### src/hdl/ptdh_pkg.sv
// Shared types and constants for the periodic task deadline heap.
`default_nettype none
package ptdh_pkg;

  localparam int HEAP_DEPTH_DEF   = 128;
  localparam int TASK_ID_BITS_DEF = 8;
  localparam int OCC_W_DEF        = 8;
  localparam int MS_W             = 32;
  localparam int NS_W             = 64;
  localparam int NS_PER_MS        = 1000000;
  localparam int SCALE_W          = 20;
  localparam int PROD_W           = MS_W + SCALE_W;

  typedef logic [1:0] cmd_t;
  localparam cmd_t CMD_ADD      = 2'd0;
  localparam cmd_t CMD_DISPATCH = 2'd1;
  localparam cmd_t CMD_CLEAR    = 2'd2;

  typedef logic [1:0] status_t;
  localparam status_t STAT_DONE  = 2'd0;
  localparam status_t STAT_FULL  = 2'd1;
  localparam status_t STAT_EMPTY = 2'd2;

  typedef enum logic [3:0] {
    S_IDLE,
    S_A_MUL,
    S_A_SUM,
    S_D_ROOT,
    S_D_MUL,
    S_D_SUM,
    S_DN_CHECK,
    S_DN_PICK,
    S_DN_CMP,
    S_UP_CHECK,
    S_UP_CMP,
    S_DONE
  } state_t;

endpackage
`default_nettype wire

### src/hdl/ptdh_alu.sv
// Shared arithmetic unit: ms-to-ns multiply (registered), 64-bit add and unsigned compare.
`default_nettype none
module ptdh_alu (
  input  wire logic                   clk,
  input  wire logic                   mul_en,
  input  wire logic [ptdh_pkg::MS_W-1:0] mul_a,
  input  wire logic [ptdh_pkg::NS_W-1:0] add_a,
  input  wire logic [ptdh_pkg::NS_W-1:0] cmp_a,
  input  wire logic [ptdh_pkg::NS_W-1:0] cmp_b,
  output logic      [ptdh_pkg::NS_W-1:0] sum,
  output logic                           lt
);
  import ptdh_pkg::*;

  localparam logic [SCALE_W-1:0] SCALE = SCALE_W'(NS_PER_MS);

  logic [PROD_W-1:0] prod_r;

  always_ff @(posedge clk) begin
    if (mul_en) begin
      prod_r <= PROD_W'(mul_a) * PROD_W'(SCALE);
    end
  end

  // sum wraps modulo 2^64
  assign sum = add_a + NS_W'(prod_r);
  assign lt  = (cmp_a < cmp_b);

endmodule
`default_nettype wire
### config.mk
export PLATFORM = sky130hd
export DESIGN_NAME = ptdh_alu
export DESIGN_NICKNAME = d
export VERILOG_FILES = /design/src/hdl/ptdh_pkg.sv /design/src/hdl/ptdh_alu.sv
export SDC_FILE = /design/constraint.sdc
export NUM_CORES = 1
export LEC_CHECK = 0
export BUFFER_PORTS_ARGS = -buffer_cell sky130_fd_sc_hd__buf_2
export CORE_MARGIN = 2
export CORE_UTILIZATION = 60
export CTS_CLUSTER_DIAMETER = 150
export DETAILED_ROUTE_END_ITERATION = 8
export PLACE_DENSITY_LB_ADDON = 0.2
export SLEW_MARGIN = 30
export SYNTH_ARGS = -nofsm -noshare
export SYNTH_HDL_FRONTEND = slang
export SYNTH_SLANG_ARGS = --single-unit
### constraint.sdc
create_clock -name clk -period 15.4 [get_ports clk]
set_input_delay 0.77 -clock clk [delete_from_list [all_inputs] [get_ports clk]]
set_output_delay 0.77 -clock clk [all_outputs]
set_load 0.05 [all_outputs]
==> parameters.txt, run 1 <==
Parameter                              Value

Synth
  Synth cell types    72
  Synthesized-area fraction occupied by and/or/nand/nor cells    9.27%
  Number of flops mapped to enable cells by yosys    between 40 and 50
  Cell accounting for the most synthesized area    ha_1
  Mux cell area share after synthesis    0.0887%
  Post-synthesis cell count    1381
  Post-synthesis net count    between 2000 and 2500
  Share of the synthesized area in compound gates (AO/OA/AOI/OAI)    17.8%
  Synth Area per Inst    9.20 um^2
  Total standard cell area after synthesis    12700 um^2
  Post-synthesis async set-or-reset flop share    0%
  Synth top area cells    ha_1 26%, fa_1 21%, edfxtp_1 11%
  Xor/xnor cell area share of the yosys netlist    6.41%
  Top cell type's share of synthesized area    25.8%
  Synth Area in Adders    47.2%
  Count of state elements after synthesis    46
  Sequential area share after synthesis    10.9%
  Commonest register cell after synthesis    edfxtp_1
  Number of warnings issued by yosys    0
  Combinational family with the most area after synthesis    adder cells

Setup path
  Worst setup EP type    flip-flop
  Critical path, cell by cell    buf_2 -> inv_1 -> fa_1 -> inv_1 -> fa_1 -> fa_1 -> fa_1 -> ha_1 -> inv_1 -> fa_1 -> inv_1 -> ha_1 -> nand2_1 -> a21oi_1 -> a221oi_1 -> a21o_1 -> a21oi_1 -> o41ai_4 -> o21ai_2 -> a311oi_1 -> xnor2_1
  Critical path type    in2reg
  CP Max Fanout    6
  Highest-delay cell along the critical path    fa_1
  Largest stage delay, worst path    0.58 ns
  CP required    15.43 ns
  Most Frequent Cell on Critical Path    fa_1
  Startpoint kind of the worst setup timing path    input port
  Crit path DAT    6.32 ns

Job
  Maximum capacitance violations    0

Global routing
  Initial antenna violation count    6
  GRT Resource Usage Total    between 20 and 30%
  Number of global-route vias before repair    about 11000
  Maximum number of pins on one net before global-route repair    47
  First-pass GRT wire length    50900 um
  Total global routing overflow    0

Final layout
  Final core utilization    69.3%
  Share of cells above drive strength 1    roughly a fifth
  Leading registers by flop count    prod_r x46
  Register bank with the most flops    prod_r
  Synth-to-layout area growth    14.0%
  Nets@finish    2269
  Max reg flops    46

Floorplan
  Placeable core region    20900 um^2
  Die Height    between 100 and 150 um
  Die area    22300 um^2
  Ports    291
  Initial cell density of the core    60.8%
  Num rows    53
  Horizontal extent of the die    between 100 and 150 um

CTS
  # hold bufs at CTS    0
  Number of gates given a new drive strength after cts    0
  Clock sink count    46
  Worst-case clock buffer depth    2
  Clock slew at reported path FFs    around 0.06 ns
  Buffer cell driving the clock tree root    clkbuf_16
  CTS buffer count    5
  Total setup buffers inserted after CTS    0
  CTS H-Tree Depth    2
  Clock tree from TritonCTS    built

Placed design
  Pre-CTS worst setup slack    8.81 ns
  GP Congestion    0.946
  Port Buffer Count    278
  HPWL Detailed    about 30000 um

Worst hold path
  Path type of the worst min-delay path    in2reg
  Number of stages on the worst hold path    1

STA
  Total of endpoints with negative setup slack in the final report    0
  Unrepaired setup endpoints after global routing    no
  Worst relative slew slack    63.8%
  Total Neg Setup Slack    0 ns
  Final Critical Period    between 6 and 7 ns
  Share of the clock period used by the worst path after layout    40.9%
  Hold Vio Cnt, Final    0
  Pins Over Slew Limit    0
  Worst setup slack after layout    about 9.1 ns
  Fmax    159 MHz
  Slew at the pin with the worst max-slew slack    0.544 ns

Detailed routing
  Ratio of routed vias to standard cells    about 5.6
  DRC violations left    0
  ANT nets after route    0
  Total iterations of the first detailed-routing run    5
  Iter 0 DRT Violations    approximately 460
  Detailed Route WL    32300 um
  Vias    10863
  Routed len/inst    16.8 um

Status
  Result of the run    finished clean
==> cell families after synthesis <==
| kind of cell | after synthesis |
|---|---|
| compound gates | 334 |
| xor+xnor | 93 |
| fa+ha+maj | 398 |
| buf+inv | 273 |
| flops | 46 |
| mux | 1 |
| simple gates | 236 |
==> worst max-delay path: cells and delay by family <==
| family | cells | cell delay (ns) |
|---|---|---|
| and+or+nand+nor | 1 | 0.10 |
| buffers and inverters | 5 | 0.42 |
| adders and majority gates | 7 | 3.18 |
| xor gates and xnor gates | 1 | 0.11 |
| AOI/OAI and AO/OA | 7 | 1.72 |
==> layout make-up <==
class / count / area (um^2)
Sequential cell: 46 / 1380
Timing Repair Buffer: 278 / 1390
Inverter: 252 / 946
Fill cell: 1718 / 6400
Tap cell: 275 / 344
Clock inverter: 2 / 10.0
Antenna cell: 6 / 15.0
Clock buffer: 5 / 125
Multi-Input combinational cell: 1062 / 10300
==> worst paths after layout <==
kind                     end  slack, ns      from
setup / recovery  prod_r[46]       9.10  mul_a[2]
hold / removal     prod_r[8]       0.78  mul_a[2]
==> metal layers <==
metal	GRT usage, %	wire (um)	vias up	share of wire (%)
met5	0	0	-	0
met4	12.1	1340	0	4.1
met3	2.16	1610	69	5.0
met2	52.3	16200	365	50
met1	35.0	13200	5112	41
li1	-	-	5317	-
==> through the flow <==
stage                     area, um^2  hold WS (ns)  instances
final                          14500         0.784       1926
after global routing           14500         0.775       1926
after CTS                      14500         0.773       1920
after detailed placement       14300          1.07       1913
after global placement         14300          1.07       1913
after floorplan                12700         0.869       1381
==> synthesized netlist by cell type, types with 25 or more instances <==
library cell / n
xnor2_1: 66
o21ai_0: 54
inv_1: 252
a21o_1: 74
nand4_1: 27
xor2_1: 27
ha_1: 262
nand3_1: 25
fa_1: 136
nor2_1: 46
a21oi_1: 104
edfxtp_1: 46
nand2_1: 67
==> cells in the final DEF, fill, tap and decap left out, types with 4 or more instances in the layout <==
| cell | count |
|---|---|
| o211ai_1 | 6 |
| o21bai_1 | 15 |
| xor2_1 | 27 |
| and3_1 | 15 |
| inv_1 | 252 |
| a21oi_1 | 104 |
| nand3_1 | 25 |
| nand2b_1 | 8 |
| nor2b_1 | 10 |
| xnor2_1 | 66 |
| nand4_1 | 27 |
| nor3_1 | 11 |
| nor2_1 | 46 |
| clkbuf_16 | 5 |
| and4_1 | 4 |
| edfxtp_1 | 46 |
| o21a_1 | 6 |
| o31ai_1 | 4 |
| a31oi_1 | 11 |
| ha_1 | 262 |
| a21o_1 | 74 |
| o21ai_0 | 54 |
| and2_1 | 6 |
| fa_1 | 136 |
| nand2_1 | 67 |
| diode_2 | 6 |
| buf_2 | 277 |
| or3_1 | 5 |
| nor4_1 | 6 |
| a221oi_1 | 6 |
| a211oi_1 | 8 |
Power of run 1 is left out: the tool's default activity adds up to more than one toggle a clock period on the data nets, which glitch-free logic cannot reach.
==> run 2: changes to the inputs <==
--- a/config.mk
+++ b/config.mk
@@ -7,7 +7,7 @@
 export LEC_CHECK = 0
 export BUFFER_PORTS_ARGS = -buffer_cell sky130_fd_sc_hd__buf_2
 export CORE_MARGIN = 2
-export CORE_UTILIZATION = 60
+export CORE_UTILIZATION = 57
 export CTS_CLUSTER_DIAMETER = 150
 export DETAILED_ROUTE_END_ITERATION = 8
 export PLACE_DENSITY_LB_ADDON = 0.2
==> constraint.sdc (replaced) <==
create_clock -name clk -period 5.8 [get_ports clk]
set_input_delay 0.29 -clock clk [delete_from_list [all_inputs] [get_ports clk]]
set_output_delay 0.29 -clock clk [all_outputs]
set_load 0.05 [all_outputs]
==> parameters.txt, run 2 (same netlist as run 1, synthesis figures left out) <==
Parameter                              Value

Floorplan
  Num rows    54
  Die area    23500 um^2
  Placeable core region    21800 um^2
  Die Height    153 um
  Initial cell density of the core    58.2%
  Horizontal extent of the die    153 um
  Ports    between 200 and 300

CTS
  Clock slew at reported path FFs    0.06 ns
  CTS H-Tree Depth    2
  CTS buffer count    5
  Buffer cell driving the clock tree root    clkbuf_16
  # hold bufs at CTS    0
  Worst-case clock buffer depth    2
  Clock tree from TritonCTS    built
  Clock sink count    46

Detailed routing
  Total iterations of the first detailed-routing run    5
  ANT nets after route    0
  Iter 0 DRT Violations    551
  Routed len/inst    ~16 um
  Ratio of routed vias to standard cells    5.54
  Detailed Route WL    32700 um
  Vias    11065
  DRC violations left    0

Placed design
  GP Congestion    slightly below 0.9
  HPWL Detailed    30000 um
  Cell area reported after detailed placement    between 10000 and 15000 um^2
  Port Buffer Count    around 280

STA
  Total of endpoints with negative setup slack in the final report    0
  Final Critical Period    5.53 ns
  Pins Over Slew Limit    0
  Slew at the pin with the worst max-slew slack    0.548 ns
  Hold Vio Cnt, Final    0
  Share of the clock period used by the worst path after layout    95.4%
  Worst relative slew slack    63.5%
  Fmax    181 MHz

Final layout
  Storage cell area    1380 um^2
  Register bank with the most flops    prod_r
  Number of filler cells placed in the layout    1780
  Cell area after layout    15000 um^2
  Share of cells above drive strength 1    21.8%
  Leading registers by flop count    prod_r x46
  Nets@finish    2327
  Max reg flops    46
  Commonest non-fill, non-tap cell in the layout    buf_2
  Top library cells by usage in the layout, fill and taps aside    277 x buf_2, 262 x ha_1, 251 x inv_1
  Synth-to-layout area growth    18.1%
  Area used by multi-input combinational logic    10300 um^2

Setup path
  Highest-delay cell along the critical path    fa_1
  Largest stage delay, worst path    0.60 ns
  Startpoint kind of the worst setup timing path    input port
  Critical path, cell by cell    buf_2 -> inv_1 -> fa_1 -> inv_1 -> fa_1 -> fa_1 -> fa_1 -> ha_1 -> inv_1 -> fa_1 -> inv_1 -> ha_1 -> a21o_1 -> a21oi_2 -> o21ai_1 -> a21oi_2 -> a21oi_4 -> o41ai_4 -> buf_4 -> o311ai_0 -> a21oi_1 -> xnor2_1
  CP Max Fanout    4
  Critical path type    in2reg
  Crit path DAT    5.57 ns
  Launching element of the worst setup path    mul_a[9]
  Most Frequent Cell on Critical Path    fa_1
  CP endpoint    prod_r[48]
  Worst setup EP type    flip-flop
  CP required    5.83 ns

Global routing
  Initial antenna violation count    13
  First-pass GRT wire length    52300 um
  GRT Resource Usage Total    27.4%
  Maximum number of pins on one net before global-route repair    47
  Total global routing overflow    0
  Number of global-route vias before repair    roughly 11000

Worst hold path
  Number of stages on the worst hold path    1
  Path type of the worst min-delay path    in2reg

Job
  Maximum capacitance violations    0

Status
  Result of the run    finished clean
[run 2: how the worst min path moves through the flow]
stage / from / to / slack (ns)
finish: mul_a[2] / prod_r[8] / 0.24
detailed placement: mul_a[2] / prod_r[8] / 0.53
CTS: mul_a[2] / prod_r[8] / 0.23
global placement: mul_a[2] / prod_r[8] / 0.52
global route: mul_a[2] / prod_r[8] / 0.24
floorplan: mul_a[0] / prod_r[6] / 0.39
[run 2: layout make-up]
cell class	instances	share of cell area, %
antenna	13	0.217
clock buffer	5	0.834
clock inverter	3	0.108
inverter	252	6.31
multi-input combinational	1062	68.8
sequential	46	9.21
tap	280	2.34
timing repair buffer	336	12.2
[run 2: routing by layer]
| metal | vias up | wire [um] | track usage [%] |
|---|---|---|---|
| met3 | 70 | 1370 | 2.10 |
| li1 | 5454 | - | - |
| met2 | 323 | 16800 | 50.1 |
| met1 | 5218 | 13100 | 33.0 |
| met5 | - | 0 | 0 |
| met4 | 0 | 1440 | 12.3 |
[run 2: stage by stage]
stage | cells | setup TNS, ns | worst slack, ns | hold slack, ns | util (%)
floorplan | 1381 | 0 | 0.246 | 0.389 | -
global placement | 1975 | -0.00752 | -0.00752 | 0.524 | 67.7
detailed placement | 1975 | -0.297 | -0.174 | 0.531 | 67.7
CTS | 1983 | 0 | 0.141 | 0.232 | 68.3
global route | 1997 | -0.00270 | -0.00270 | 0.242 | 68.7
finish | 1997 | 0 | 0.267 | 0.235 | 68.7
[run 2: critical path, delay by kind of cell]
family                     cells  cell delay (ns)
buffers and inverters          6             0.55
AOI/OAI and AO/OA              8             1.46
adders and majority gates      7             3.19
xor gates and xnor gates       1             0.08
[run 2: timing repair]
item / 4_1_cts / 5_1_grt
endpoints found under the setup margin: 0 / 5
buffers inserted: 0 / 1
resized for setup: 0 / 11
Power of run 2 is left out for the same reason.
==> run 3: changes to the inputs <==
--- a/config.mk
+++ b/config.mk
@@ -7,7 +7,7 @@
 export LEC_CHECK = 0
 export BUFFER_PORTS_ARGS = -buffer_cell sky130_fd_sc_hd__buf_2
 export CORE_MARGIN = 2
-export CORE_UTILIZATION = 57
+export CORE_UTILIZATION = 50
 export CTS_CLUSTER_DIAMETER = 150
 export DETAILED_ROUTE_END_ITERATION = 8
 export PLACE_DENSITY_LB_ADDON = 0.2
==> parameters.txt, run 3 (same netlist as run 1, synthesis figures left out) <==
Parameter                              Value

Setup path
  Crit path DAT    between 5 and 6 ns
  Startpoint kind of the worst setup timing path    input port
  Critical path type    in2reg
  Largest stage delay, worst path    0.55 ns
  CP required    5.96 ns
  CP Max Fanout    4
  Critical path, cell by cell    buf_2 -> inv_1 -> fa_1 -> inv_1 -> fa_1 -> fa_1 -> fa_1 -> ha_1 -> inv_1 -> fa_1 -> inv_1 -> ha_1 -> and3_1 -> a211oi_2 -> o21ai_1 -> a21oi_2 -> a21oi_2 -> o41ai_4 -> o21ai_2 -> a2111o_1 -> nand3_1
  Most Frequent Cell on Critical Path    fa_1
  Worst setup EP type    flip-flop
  Highest-delay cell along the critical path    fa_1

Floorplan
  Ports    291
  Die area    26700 um^2
  Num rows    58
  Horizontal extent of the die    163 um
  Initial cell density of the core    50.7%
  Die Height    approximately 160 um
  Placeable core region    25000 um^2

Global routing
  GRT Resource Usage Total    24.0%
  Maximum number of pins on one net before global-route repair    47
  Number of global-route vias before repair    10781
  Total global routing overflow    0
  Initial antenna violation count    8
  First-pass GRT wire length    51300 um

CTS
  Clock slew at reported path FFs    ~0.070 ns
  # hold bufs at CTS    0
  Clock tree from TritonCTS    built
  CTS buffer count    5
  Clock sink count    46
  CTS H-Tree Depth    2
  Worst-case clock buffer depth    2
  Buffer cell driving the clock tree root    clkbuf_16

Status
  Result of the run    finished clean

STA
  Slew at the pin with the worst max-slew slack    0.569 ns
  Pins Over Slew Limit    0
  Unrepaired setup endpoints after global routing    no
  Fmax    181 MHz
  Final Critical Period    about 5.5 ns
  Share of the clock period used by the worst path after layout    95.5%
  Worst slack on hold paths    0.362 ns
  Worst relative slew slack    62.1%
  Hold Vio Cnt, Final    0
  Total of endpoints with negative setup slack in the final report    0

Detailed routing
  DRC violations left    0
  Detailed Route WL    32600 um
  Routed len/inst    16.0 um
  Ratio of routed vias to standard cells    5.37
  Vias    10963
  ANT nets after route    0
  Iter 0 DRT Violations    around 510
  Total iterations of the first detailed-routing run    5

Final layout
  Max reg flops    46
  Share of cells above drive strength 1    21.7%
  Top library cells by usage in the layout, fill and taps aside    277 x buf_2, 261 x ha_1, 252 x inv_1
  Synth-to-layout area growth    18.4%
  Nets@finish    2325
  Register bank with the most flops    prod_r
  Leading registers by flop count    prod_r x46
  Commonest non-fill, non-tap cell in the layout    buf_2

Placed design
  HPWL Detailed    30000 um
  Port Buffer Count    278
  GP Congestion    0.904

Worst hold path
  Path type of the worst min-delay path    in2reg

Job
  Maximum capacitance violations    0
-- run 3: cell types whose count changed in the layout (fill, tap and decap cells not counted), sizes merged --
cell,before,now
clkinvlp,0,2
inv,252,253
buf,336,334
diode,13,8
clkinv,3,0
-- run 3: path summary, 6_finish.rpt --
kind | start | slack, ns | end | cells past startpoint
max | mul_a[6] | 0.26 | prod_r[44] | 21
min | mul_a[2] | 0.36 | prod_r[8] | 2
-- run 3: layout make-up --
type,count,area [um^2]
Timing Repair Buffer,334,1810
Inverter,252,946
Sequential cell,46,1380
Fill cell,2313,10000
Clock buffer,5,125
Antenna cell,8,20.0
Clock inverter,3,23.8
Tap cell,330,413
Multi-Input combinational cell,1062,10300
-- run 3: repair_timing --
item,in CTS,in global routing
buffers inserted,0,1
gates resized for setup,0,9
endpoints found under the setup margin,0,4
-- run 3: per-stage QoR --
stage / TNS [ns] / std cells / util (%) / cell area, um^2 / worst slack [ns]
finish: 0 / 2040 / 60.0 / 15000 / 0.261
global route: 0 / 2040 / 60.0 / 15000 / 0.00452
CTS: 0 / 2031 / 59.8 / 15000 / 0.170
global placement: -0.000707 / 2023 / 59.2 / 14800 / -0.000707
floorplan: 0 / 1381 / - / 12700 / 0.246
detailed placement: -0.272 / 2023 / 59.2 / 14800 / -0.135
-- run 3: worst max-delay path, delay by kind of cell --
kind,cells,cell delay (ns)
buffers and inverters,5,0.36
and+or+nand+nor,2,0.29
adders and majority gates,7,3.13
AOI/OAI and AO/OA,7,1.64
-- run 3: routing by layer --
metal,GRT usage (%),share of wire [%],vias to the layer above
met2,45.0,52,261
met5,0,0,-
met1,28.9,41,5223
met4,8.69,3.0,0
met3,1.47,3.8,43
li1,-,-,5436
Power of run 3 is left out for the same reason.
